## src/rtl/rar_pkg.sv

```systemverilog
// rar_pkg: shared types and constants for the rational arithmetic reducer.
// Operation codes, state encodings, queue flags and default sizes.
// No dependencies.
`default_nettype none

package rar_pkg;

   localparam int DEFAULT_OPERAND_BITS = 16;
   localparam int NUM_BITS             = 33;
   localparam int DEN_BITS             = 31;
   localparam int QUEUE_DEPTH          = 2;

   localparam logic [1:0] KIND_ADD = 2'd0;
   localparam logic [1:0] KIND_SUB = 2'd1;
   localparam logic [1:0] KIND_MUL = 2'd2;
   localparam logic [1:0] KIND_DIV = 2'd3;

   typedef enum logic [2:0] {
      F_IDLE,
      F_NUM,
      F_DEN,
      F_CROSS,
      F_SUM,
      F_PUSH
   } front_state_type;

   typedef enum logic [2:0] {
      B_IDLE,
      B_STRIP,
      B_GCD,
      B_DIV,
      B_DONE
   } back_state_type;

   // classification of one queued transaction
   typedef struct packed {
      logic err;   // formed denominator is zero
      logic zero;  // formed numerator is zero
      logic neg;   // result is negative
   } q_flags_type;

endpackage

`default_nettype wire

```

## src/rtl/rational_arith_reduce.sv

```systemverilog
// Front: one state per product on the shared multiplier, plus a sum state for
// add/subtract, then a push into the queue. Back: a strip and binary-GCD loop,
// then bit-serial division of both terms by the GCD; error and zero results
// skip the GCD loop and the dividers.
// Reset (synchronous, active high) empties the queue and idles both engines.
`default_nettype none

module rational_arith_reduce import rar_pkg::*; #(
   parameter int OPERAND_BITS = DEFAULT_OPERAND_BITS
) (
   input  logic                           clock,
   input  logic                           reset,
   input  logic                           req_valid,
   output logic                           req_stall,
   input  logic [1:0]                     req_kind,
   input  logic signed [OPERAND_BITS-1:0] req_a_num,
   input  logic signed [OPERAND_BITS-1:0] req_a_den,
   input  logic signed [OPERAND_BITS-1:0] req_b_num,
   input  logic signed [OPERAND_BITS-1:0] req_b_den,
   output logic                           rsp_valid,
   input  logic                           rsp_stall,
   output logic signed [NUM_BITS-1:0]     rsp_res_num,
   output logic [DEN_BITS-1:0]            rsp_res_den,
   output logic                           rsp_zero_den_error
);

   localparam int MW = 2 * OPERAND_BITS + 1;
   localparam int DW = 2 * OPERAND_BITS;
   localparam int FW = $bits(q_flags_type);
   localparam int QW = FW + MW + DW;

   // front -> queue
   logic           push_valid, push_full;
   q_flags_type    push_flags;
   logic [MW-1:0]  push_nmag;
   logic [DW-1:0]  push_dmag;

   // queue -> back
   logic           pop_valid, pop;
   logic [QW-1:0]  pop_data;
   q_flags_type    pop_flags;
   logic [MW-1:0]  pop_nmag;
   logic [DW-1:0]  pop_dmag;

   // Front: takes one transaction at a time, forms the raw fraction in sign-magnitude.
   rar_front #(.OPERAND_BITS(OPERAND_BITS)) u_front (
      .clock      (clock),
      .reset      (reset),
      .req_valid  (req_valid),
      .req_stall  (req_stall),
      .req_kind   (req_kind),
      .req_a_num  (req_a_num),
      .req_a_den  (req_a_den),
      .req_b_num  (req_b_num),
      .req_b_den  (req_b_den),
      .push_valid (push_valid),
      .push_full  (push_full),
      .push_flags (push_flags),
      .push_nmag  (push_nmag),
      .push_dmag  (push_dmag)
   );

   // Queue decouples product formation from the long reduction.
   rar_queue #(.WIDTH(QW)) u_queue (
      .clock    (clock),
      .reset    (reset),
      .wr_valid (push_valid),
      .wr_full  (push_full),
      .wr_data  ({push_flags, push_nmag, push_dmag}),
      .rd_valid (pop_valid),
      .rd_pop   (pop),
      .rd_data  (pop_data)
   );

   assign pop_flags = pop_data[QW-1 -: FW];
   assign pop_nmag  = pop_data[DW +: MW];
   assign pop_dmag  = pop_data[DW-1:0];

   // Back: GCD reduction and the output register.
   rar_back #(.OPERAND_BITS(OPERAND_BITS)) u_back (
      .clock              (clock),
      .reset              (reset),
      .pop_valid          (pop_valid),
      .pop                (pop),
      .pop_flags          (pop_flags),
      .pop_nmag           (pop_nmag),
      .pop_dmag           (pop_dmag),
      .rsp_valid          (rsp_valid),
      .rsp_stall          (rsp_stall),
      .rsp_res_num        (rsp_res_num),
      .rsp_res_den        (rsp_res_den),
      .rsp_zero_den_error (rsp_zero_den_error)
   );

endmodule

`default_nettype wire

```

## src/rtl/rar_front.sv

```systemverilog
// rar_front: accepts a transaction, forms the cross products with one shared
// multiplier and classifies the raw fraction. Depends on rar_pkg.
`default_nettype none

module rar_front import rar_pkg::*; #(
   parameter int OPERAND_BITS = DEFAULT_OPERAND_BITS
) (
   input  logic                        clock,
   input  logic                        reset,
   input  logic                        req_valid,
   output logic                        req_stall,
   input  logic [1:0]                  req_kind,
   input  logic signed [OPERAND_BITS-1:0] req_a_num,
   input  logic signed [OPERAND_BITS-1:0] req_a_den,
   input  logic signed [OPERAND_BITS-1:0] req_b_num,
   input  logic signed [OPERAND_BITS-1:0] req_b_den,
   output logic                        push_valid,
   input  logic                        push_full,
   output q_flags_type                 push_flags,
   output logic [2*OPERAND_BITS:0]     push_nmag,
   output logic [2*OPERAND_BITS-1:0]   push_dmag
);

   localparam int P  = OPERAND_BITS;
   localparam int DW = 2 * P;
   localparam int MW = 2 * P + 1;

   function automatic logic [P-1:0] mag_of(input logic [P-1:0] x);
      return x[P-1] ? (~x + P'(1)) : x;
   endfunction

   front_state_type state_ff, state_in;
   logic [1:0]    kind_ff, kind_in;
   logic [P-1:0]  an_ff, an_in, ad_ff, ad_in, bn_ff, bn_in, bd_ff, bd_in;
   logic          san_ff, san_in, sad_ff, sad_in, sbn_ff, sbn_in, sbd_ff, sbd_in;
   logic [MW-1:0] num_ff, num_in;
   logic          num_neg_ff, num_neg_in;
   logic [DW-1:0] den_ff, den_in;
   logic          den_neg_ff, den_neg_in;
   logic [DW-1:0] p2_ff, p2_in;
   logic          p2_neg_ff, p2_neg_in;

   logic [P-1:0]  mul_x, mul_y;
   logic [DW-1:0] mul_p;
   logic [MW-1:0] p2_ext;
   logic          num_ge;

   assign mul_p  = DW'(mul_x) * DW'(mul_y);
   assign p2_ext = MW'(p2_ff);
   assign num_ge = (num_ff >= p2_ext);

   always_ff @(posedge clock) begin
      if (reset) begin
         state_ff <= F_IDLE;
      end else begin
         state_ff <= state_in;
      end
   end

   always_ff @(posedge clock) begin
      kind_ff    <= kind_in;
      an_ff      <= an_in;
      ad_ff      <= ad_in;
      bn_ff      <= bn_in;
      bd_ff      <= bd_in;
      san_ff     <= san_in;
      sad_ff     <= sad_in;
      sbn_ff     <= sbn_in;
      sbd_ff     <= sbd_in;
      num_ff     <= num_in;
      num_neg_ff <= num_neg_in;
      den_ff     <= den_in;
      den_neg_ff <= den_neg_in;
      p2_ff      <= p2_in;
      p2_neg_ff  <= p2_neg_in;
   end

   always_comb begin
      state_in   = state_ff;
      kind_in    = kind_ff;
      an_in      = an_ff;
      ad_in      = ad_ff;
      bn_in      = bn_ff;
      bd_in      = bd_ff;
      san_in     = san_ff;
      sad_in     = sad_ff;
      sbn_in     = sbn_ff;
      sbd_in     = sbd_ff;
      num_in     = num_ff;
      num_neg_in = num_neg_ff;
      den_in     = den_ff;
      den_neg_in = den_neg_ff;
      p2_in      = p2_ff;
      p2_neg_in  = p2_neg_ff;
      mul_x      = an_ff;
      mul_y      = bd_ff;
      req_stall  = 1'b1;
      push_valid = 1'b0;
      unique case (state_ff)
         F_IDLE: begin
            req_stall = 1'b0;
            if (req_valid) begin
               kind_in  = req_kind;
               an_in    = mag_of(req_a_num);
               ad_in    = mag_of(req_a_den);
               bn_in    = mag_of(req_b_num);
               bd_in    = mag_of(req_b_den);
               san_in   = req_a_num[P-1];
               sad_in   = req_a_den[P-1];
               sbn_in   = req_b_num[P-1];
               sbd_in   = req_b_den[P-1];
               state_in = F_NUM;
            end
         end
         F_NUM: begin
            mul_x      = an_ff;
            mul_y      = (kind_ff == KIND_MUL) ? bn_ff : bd_ff;
            num_in     = MW'(mul_p);
            num_neg_in = san_ff ^ ((kind_ff == KIND_MUL) ? sbn_ff : sbd_ff);
            state_in   = F_DEN;
         end
         F_DEN: begin
            mul_x      = ad_ff;
            mul_y      = (kind_ff == KIND_DIV) ? bn_ff : bd_ff;
            den_in     = mul_p;
            den_neg_in = sad_ff ^ ((kind_ff == KIND_DIV) ? sbn_ff : sbd_ff);
            state_in   = (kind_ff == KIND_ADD || kind_ff == KIND_SUB) ? F_CROSS : F_PUSH;
         end
         F_CROSS: begin
            mul_x     = ad_ff;
            mul_y     = bn_ff;
            p2_in     = mul_p;
            p2_neg_in = sad_ff ^ sbn_ff ^ (kind_ff == KIND_SUB);
            state_in  = F_SUM;
         end
         F_SUM: begin
            // signed-magnitude add of the two cross products
            if (num_neg_ff == p2_neg_ff) begin
               num_in = num_ff + p2_ext;
            end else if (num_ge) begin
               num_in = num_ff - p2_ext;
            end else begin
               num_in     = p2_ext - num_ff;
               num_neg_in = p2_neg_ff;
            end
            state_in = F_PUSH;
         end
         F_PUSH: begin
            push_valid = 1'b1;
            if (!push_full) begin
               state_in = F_IDLE;
            end
         end
         default: state_in = F_IDLE;
      endcase
   end

   assign push_flags.err  = (den_ff == '0);
   assign push_flags.zero = (num_ff == '0);
   assign push_flags.neg  = num_neg_ff ^ den_neg_ff;
   assign push_nmag       = num_ff;
   assign push_dmag       = den_ff;

endmodule

`default_nettype wire

```

## src/rtl/rar_queue.sv

```systemverilog
// rar_queue: short register FIFO between front and back.
// Depends on rar_pkg for its depth.
`default_nettype none

module rar_queue import rar_pkg::*; #(
   parameter int WIDTH = 8
) (
   input  logic             clock,
   input  logic             reset,
   input  logic             wr_valid,
   output logic             wr_full,
   input  logic [WIDTH-1:0] wr_data,
   output logic             rd_valid,
   input  logic             rd_pop,
   output logic [WIDTH-1:0] rd_data
);

   localparam int AW = (QUEUE_DEPTH > 1) ? $clog2(QUEUE_DEPTH) : 1;
   localparam int CW = $clog2(QUEUE_DEPTH + 1);

   logic [WIDTH-1:0] mem_ff [QUEUE_DEPTH];
   logic [AW-1:0]    wr_ptr_ff, wr_ptr_in, rd_ptr_ff, rd_ptr_in;
   logic [CW-1:0]    count_ff, count_in;
   logic             do_wr, do_rd;

   assign wr_full  = (count_ff == CW'(QUEUE_DEPTH));
   assign rd_valid = (count_ff != '0);
   assign do_wr    = wr_valid && !wr_full;
   assign do_rd    = rd_pop && rd_valid;
   assign rd_data  = mem_ff[rd_ptr_ff];

   always_comb begin
      wr_ptr_in = wr_ptr_ff;
      rd_ptr_in = rd_ptr_ff;
      count_in  = count_ff;
      if (do_wr) begin
         wr_ptr_in = (wr_ptr_ff == AW'(QUEUE_DEPTH - 1)) ? '0 : wr_ptr_ff + AW'(1);
      end
      if (do_rd) begin
         rd_ptr_in = (rd_ptr_ff == AW'(QUEUE_DEPTH - 1)) ? '0 : rd_ptr_ff + AW'(1);
      end
      if (do_wr && !do_rd) begin
         count_in = count_ff + CW'(1);
      end else if (do_rd && !do_wr) begin
         count_in = count_ff - CW'(1);
      end
   end

   always_ff @(posedge clock) begin
      if (reset) begin
         wr_ptr_ff <= '0;
         rd_ptr_ff <= '0;
         count_ff  <= '0;
      end else begin
         wr_ptr_ff <= wr_ptr_in;
         rd_ptr_ff <= rd_ptr_in;
         count_ff  <= count_in;
      end
   end

   always_ff @(posedge clock) begin
      if (do_wr) begin
         mem_ff[wr_ptr_ff] <= wr_data;
      end
   end

endmodule

`default_nettype wire

```

## src/rtl/rar_back.sv

```systemverilog
// rar_back: reduces a queued fraction by binary GCD, divides both terms by
// it with a pair of restoring dividers and holds the result. Depends on rar_pkg.
`default_nettype none

module rar_back import rar_pkg::*; #(
   parameter int OPERAND_BITS = DEFAULT_OPERAND_BITS
) (
   input  logic                      clock,
   input  logic                      reset,
   input  logic                      pop_valid,
   output logic                      pop,
   input  q_flags_type               pop_flags,
   input  logic [2*OPERAND_BITS:0]   pop_nmag,
   input  logic [2*OPERAND_BITS-1:0] pop_dmag,
   output logic                      rsp_valid,
   input  logic                      rsp_stall,
   output logic signed [NUM_BITS-1:0] rsp_res_num,
   output logic [DEN_BITS-1:0]       rsp_res_den,
   output logic                      rsp_zero_den_error
);

   localparam int MW  = 2 * OPERAND_BITS + 1;
   localparam int CNW = $clog2(MW);
   localparam int XN  = (MW > NUM_BITS) ? MW : NUM_BITS;
   localparam int XD  = (MW > DEN_BITS) ? MW : DEN_BITS;

   back_state_type state_ff, state_in;
   q_flags_type    flags_ff, flags_in;
   logic [MW-1:0]  n_ff, n_in, d_ff, d_in, u_ff, u_in, v_ff, v_in, g_ff, g_in;
   logic [MW-1:0]  rn_ff, rn_in, rd_ff, rd_in;
   logic [CNW-1:0] cnt_ff, cnt_in;
   logic                       rsp_valid_ff, rsp_valid_in;
   logic signed [NUM_BITS-1:0] num_ff, num_in;
   logic [DEN_BITS-1:0]        den_ff, den_in;
   logic                       err_ff, err_in;

   logic [MW:0]   trial_n, trial_d;
   logic          ge_n, ge_d;
   logic [XN-1:0] n_wide, n_signed;
   logic [XD-1:0] d_wide;
   logic          can_load;

   assign trial_n  = {rn_ff, n_ff[MW-1]};
   assign trial_d  = {rd_ff, d_ff[MW-1]};
   assign ge_n     = (trial_n >= {1'b0, g_ff});
   assign ge_d     = (trial_d >= {1'b0, g_ff});
   assign n_wide   = XN'(n_ff);
   assign n_signed = flags_ff.neg ? (~n_wide + XN'(1)) : n_wide;
   assign d_wide   = XD'(d_ff);
   assign can_load = !rsp_valid_ff || !rsp_stall;

   always_ff @(posedge clock) begin
      if (reset) begin
         state_ff     <= B_IDLE;
         rsp_valid_ff <= 1'b0;
      end else begin
         state_ff     <= state_in;
         rsp_valid_ff <= rsp_valid_in;
      end
   end

   always_ff @(posedge clock) begin
      flags_ff <= flags_in;
      n_ff     <= n_in;
      d_ff     <= d_in;
      u_ff     <= u_in;
      v_ff     <= v_in;
      g_ff     <= g_in;
      rn_ff    <= rn_in;
      rd_ff    <= rd_in;
      cnt_ff   <= cnt_in;
      num_ff   <= num_in;
      den_ff   <= den_in;
      err_ff   <= err_in;
   end

   always_comb begin
      state_in     = state_ff;
      flags_in     = flags_ff;
      n_in         = n_ff;
      d_in         = d_ff;
      u_in         = u_ff;
      v_in         = v_ff;
      g_in         = g_ff;
      rn_in        = rn_ff;
      rd_in        = rd_ff;
      cnt_in       = cnt_ff;
      num_in       = num_ff;
      den_in       = den_ff;
      err_in       = err_ff;
      rsp_valid_in = rsp_valid_ff && rsp_stall;
      pop          = 1'b0;
      unique case (state_ff)
         B_IDLE: begin
            if (pop_valid) begin
               pop      = 1'b1;
               flags_in = pop_flags;
               n_in     = pop_nmag;
               d_in     = MW'(pop_dmag);
               state_in = (pop_flags.err || pop_flags.zero) ? B_DONE : B_STRIP;
            end
         end
         B_STRIP: begin
            // common powers of two come off both terms directly
            if (!n_ff[0] && !d_ff[0]) begin
               n_in = n_ff >> 1;
               d_in = d_ff >> 1;
            end else begin
               u_in     = n_ff;
               v_in     = d_ff;
               state_in = B_GCD;
            end
         end
         B_GCD: begin
            if (!u_ff[0]) begin
               u_in = u_ff >> 1;
            end else if (!v_ff[0]) begin
               v_in = v_ff >> 1;
            end else if (u_ff == v_ff) begin
               g_in     = u_ff;
               rn_in    = '0;
               rd_in    = '0;
               cnt_in   = '0;
               state_in = B_DIV;
            end else if (u_ff > v_ff) begin
               u_in = u_ff - v_ff;
            end else begin
               v_in = v_ff - u_ff;
            end
         end
         B_DIV: begin
            // one quotient bit per cycle for both terms; quotients shift into n/d
            rn_in  = ge_n ? MW'(trial_n - {1'b0, g_ff}) : MW'(trial_n);
            rd_in  = ge_d ? MW'(trial_d - {1'b0, g_ff}) : MW'(trial_d);
            n_in   = {n_ff[MW-2:0], ge_n};
            d_in   = {d_ff[MW-2:0], ge_d};
            cnt_in = cnt_ff + CNW'(1);
            if (cnt_ff == CNW'(MW - 1)) begin
               state_in = B_DONE;
            end
         end
         B_DONE: begin
            if (can_load) begin
               rsp_valid_in = 1'b1;
               if (flags_ff.err) begin
                  num_in = '0;
                  den_in = '0;
                  err_in = 1'b1;
               end else if (flags_ff.zero) begin
                  num_in = '0;
                  den_in = DEN_BITS'(1);
                  err_in = 1'b0;
               end else begin
                  num_in = n_signed[NUM_BITS-1:0];
                  den_in = d_wide[DEN_BITS-1:0];
                  err_in = 1'b0;
               end
               state_in = B_IDLE;
            end
         end
         default: state_in = B_IDLE;
      endcase
   end

   assign rsp_valid          = rsp_valid_ff;
   assign rsp_res_num        = num_ff;
   assign rsp_res_den        = den_ff;
   assign rsp_zero_den_error = err_ff;

endmodule

`default_nettype wire

```

## config.mk

```make
export PLATFORM = sky130hd
export DESIGN_NAME = rational_arith_reduce
export DESIGN_NICKNAME = d
export VERILOG_FILES = /design/src/rtl/rar_pkg.sv /design/src/rtl/rational_arith_reduce.sv /design/src/rtl/rar_front.sv /design/src/rtl/rar_queue.sv /design/src/rtl/rar_back.sv
export SDC_FILE = /design/constraint.sdc
export NUM_CORES = 2
export LEC_CHECK = 0
export BUFFER_PORTS_ARGS = -buffer_cell sky130_fd_sc_hd__clkbuf_2
export CORE_ASPECT_RATIO = 0.9
export CORE_UTILIZATION = 25
export DETAILED_ROUTE_END_ITERATION = 10
export PLACE_DENSITY = 0.47
export SKIP_LAST_GASP = 1
export SLEW_MARGIN = 5
export SYNTH_ARGS = -nofsm -noshare
export SYNTH_HDL_FRONTEND = slang
export SYNTH_SLANG_ARGS = --single-unit
```

## constraint.sdc

```tcl
create_clock -name clock -period 9.49 [get_ports clock]
set_input_delay 2.3725 -clock clock [delete_from_list [all_inputs] [get_ports clock]]
set_output_delay 2.3725 -clock clock [all_outputs]
set_load 0.05 [all_outputs]
```

==> flow_summary.yaml <==
detailed_routing:
  ant_nets: 0
  drcViolationCount: 0
  finalWirelength_um: 146000
  drt_pass1_iterations: 5
  drt_iter0_markers: 2298
  wl_per_cell_um: 19.89
  via_per_inst: 4.732
  vias: 34730
floorplanning:
  die_w_um: 458.2
  ios: 137
  die_y_um: 412.6
  die-area_um2: 189100
  std_cell_rows: 150
  initial_core_util_pct: 25.18
  core_area_um2: 186000
setup_path:
  crit_top_cell: "fa_1"
  r2r_setup_slack_ns: 0.92
  slowest_stage: "mux2i_1"
  cp.arrival_ns: 8.97
  cp.required_ns: 9.89
  max_stage_delay_ns: 0.79
  critPathLaunchType: "register"
  cp_top_family: "adder cells"
  crit_fanout: 22
  end_kind: "register"
  path_buf_inv: 4
  criticalPathCategory: "register to register"
clock_network:
  clock_latency_ns: 0.69
  cts_resized: 0
  cts_hold_buf: 0
  path_clk_slew_ns: 0.06
  cts_root_buf: "clkbuf_16"
  numCtsBuffers: 73
  clock_sinks: 622
  ctsHtreeMaxLevel: 3
  ctsLongestPathBuffers: 3
  post_cts_buffers: 0
  cts_tree: "built"
synthesis:
  synth-main-ff-cell: "edfxtp_1"
  synth_cells: 4725
  synth_top_family_by_area: "adder cells"
  syn_nets: 5336
  synth_fa_ha_area_share_pct: 17.67
  synth-edff-count: 610
  synth_compound_area_share_pct: 15.35
  yosys_warnings: 0
  syn_avg_cell_area_um2: 9.912
  synth_area_um2: 46830
  async_flop_share_pct: 0
  synth_top_cell_by_area: "edfxtp_1"
  yosys_register_bits: 622
  synthMuxAreaShare_pct: 3.796
  synthSimpleGateAreaFrac_pct: 12.95
  synth_seq_area_share_pct: 39.62
  synth.distinct_cells: 77
  synth.top_cell.area_share_pct: 39.11
  synth_area_leaders: "edfxtp_1 39%, ha_1 9.1%, fa_1 8.6%"
  synth_xor_area_share_pct: 5.087
placed_design:
  gp_congestion: 0.8872
  io_buffers: 136
  hpwl_um: 112600
timing:
  hold_viol: 0
  min_period_over_period_pct: 90.31
  max_freq_ghz: 0.1167
  fin_skew_ns: 0.02386
  setup_tns_ns: 0
  max_slew.worst_pin.slew_ns: 1.217
  setup_violations: 0
  period_minus_slack_ns: 8.570
  finalMaxSlewViolations: 0
  rsz0062_at_grt: "no"
  relSlewSlack_pct: 16.51
finish:
  fin_nets: 5385
  nFillCells: 19510
  area_growth_syn_to_layout_pct: 12.71
  layout-drive-gt1-share_pct: 8.180
flow_run:
  drv_cap: 0
global_route:
  grt_pass1_vias: 34780
  antenna_found_initial: 1
  grt_util_all_layers_pct: 15.20
  grt_pass1_wl_um: 220300
  gr-total-overflow: 0
  grt_max_degree: 90
worst_hold_path:
  hold_path.class: "register to register"
run_status:
  status: "finished, final reports clean"
## sequential cells by signal, indices dropped and copies added, names as in the netlist, 32 cells and up, named ones only
| signal | count |
|---|---|
| u_back.d_ff | 33 |
| u_back.n_ff | 33 |
| u_front.p2_ff | 32 |
| u_back.rn_ff | 33 |
| u_back.u_ff | 33 |
| u_back.v_ff | 33 |
| u_front.push_dmag | 32 |
| u_front.push_nmag | 33 |
| u_back.g_ff | 32 |
| u_queue.mem_ff | 136 |
| u_back.rsp_res_num | 33 |
| u_back.rd_ff | 33 |
## per-layer routing
metal,wire [um],GRT usage [%],vias up
met5,0,0,-
met4,3237,3.616,0
met3,5563,1.910,158
met2,67530,25.02,774
met1,69650,21.09,17000
li1,-,-,16790
## cell usage in the layout (no fill, tap or decap), types with 10 or more instances in the layout
cell type,synthesis,final
mux2_2,36,36
dfxtp_1,12,10
ha_1,340,340
clkbuf_16,0,73
nor2b_1,98,94
or4_1,10,10
o21bai_1,53,53
or2_2,15,15
o41ai_1,10,10
nor4_1,34,33
edfxtp_1,610,610
or3_1,34,34
nor3_1,63,62
buf_4,2,49
a21oi_1,359,354
xor2_1,101,100
clkinv_2,0,16
nand2b_1,49,49
a211oi_1,91,91
nand3_1,48,48
clkbuf_2,0,136
nor2_1,489,486
o211ai_1,21,21
fa_1,201,201
a221oi_1,58,58
a21o_1,125,125
o31ai_1,39,39
o21a_1,29,29
mux2i_1,136,136
and3_1,21,20
o22ai_1,10,10
nand4_1,34,34
a31oi_1,28,27
o21ai_0,214,214
xnor2_1,171,170
inv_1,466,466
nand2_1,344,342
and2_1,41,40
## cell usage after synthesis (all sizes together) (101+ instances only)
cell type and number:
a21o 125, a21oi 361, clkbuf 167, edfxtp 610, fa 201, ha 340, inv 468, mux2i 136
nand2 344, nor2 489, o21ai 219, xnor2 171, xor2 101
## path summary, 6_finish.rpt
path	start	endpoint	cells after the start
hold reg to reg	u_front.push_dmag[14]$_DFFE_PP_	u_queue.mem_ff[0][14]$_DFFE_PP_	0
setup reg to reg	u_front.state_ff[1]$_SDFFE_PP0P_	u_front.push_nmag[30]$_DFFE_PP_	25
hold / removal	u_front.push_dmag[14]$_DFFE_PP_	u_queue.mem_ff[0][14]$_DFFE_PP_	0
setup / recovery	u_front.state_ff[1]$_SDFFE_PP0P_	u_front.push_nmag[30]$_DFFE_PP_	25
## through the flow
step	instance area [um2]	worst slack, ns	utilization, %	hold slack (ns)	instances
2_1_floorplan	46830	1.490	-	0.4454	4725
3_3_place_gp	50360	1.054	27.07	0.4600	7207
3_5_place_dp	50360	0.9963	27.07	0.4642	7207
4_1_cts	52780	0.9738	28.38	0.4735	7337
5_1_grt	52780	0.5356	28.38	0.4919	7337
6_report	52790	0.9199	28.38	0.4671	7339
## layout make-up
type | count | area [um2] | share of cell area (%)
antenna | 2 | 5.005 | 0.009481
sequential | 622 | 18570 | 35.17
inverter | 468 | 1757 | 3.328
clock inverter | 48 | 554.3 | 1.050
tap | 2508 | 3138 | 5.945
multi-input combinational | 3424 | 25850 | 48.97
timing repair buffer | 185 | 1049 | 1.986
clock buffer | 82 | 1871 | 3.544
## cell families after synthesis
group | Yosys count
flops | 622
xor+xnor | 272
compound gates | 1127
fa+ha+maj | 541
simple gates | 1311
buf+inv | 679
mux | 173
Power is left out: the tool's default activity adds up to more than one toggle a clock period on the data nets, which glitch-free logic cannot reach.
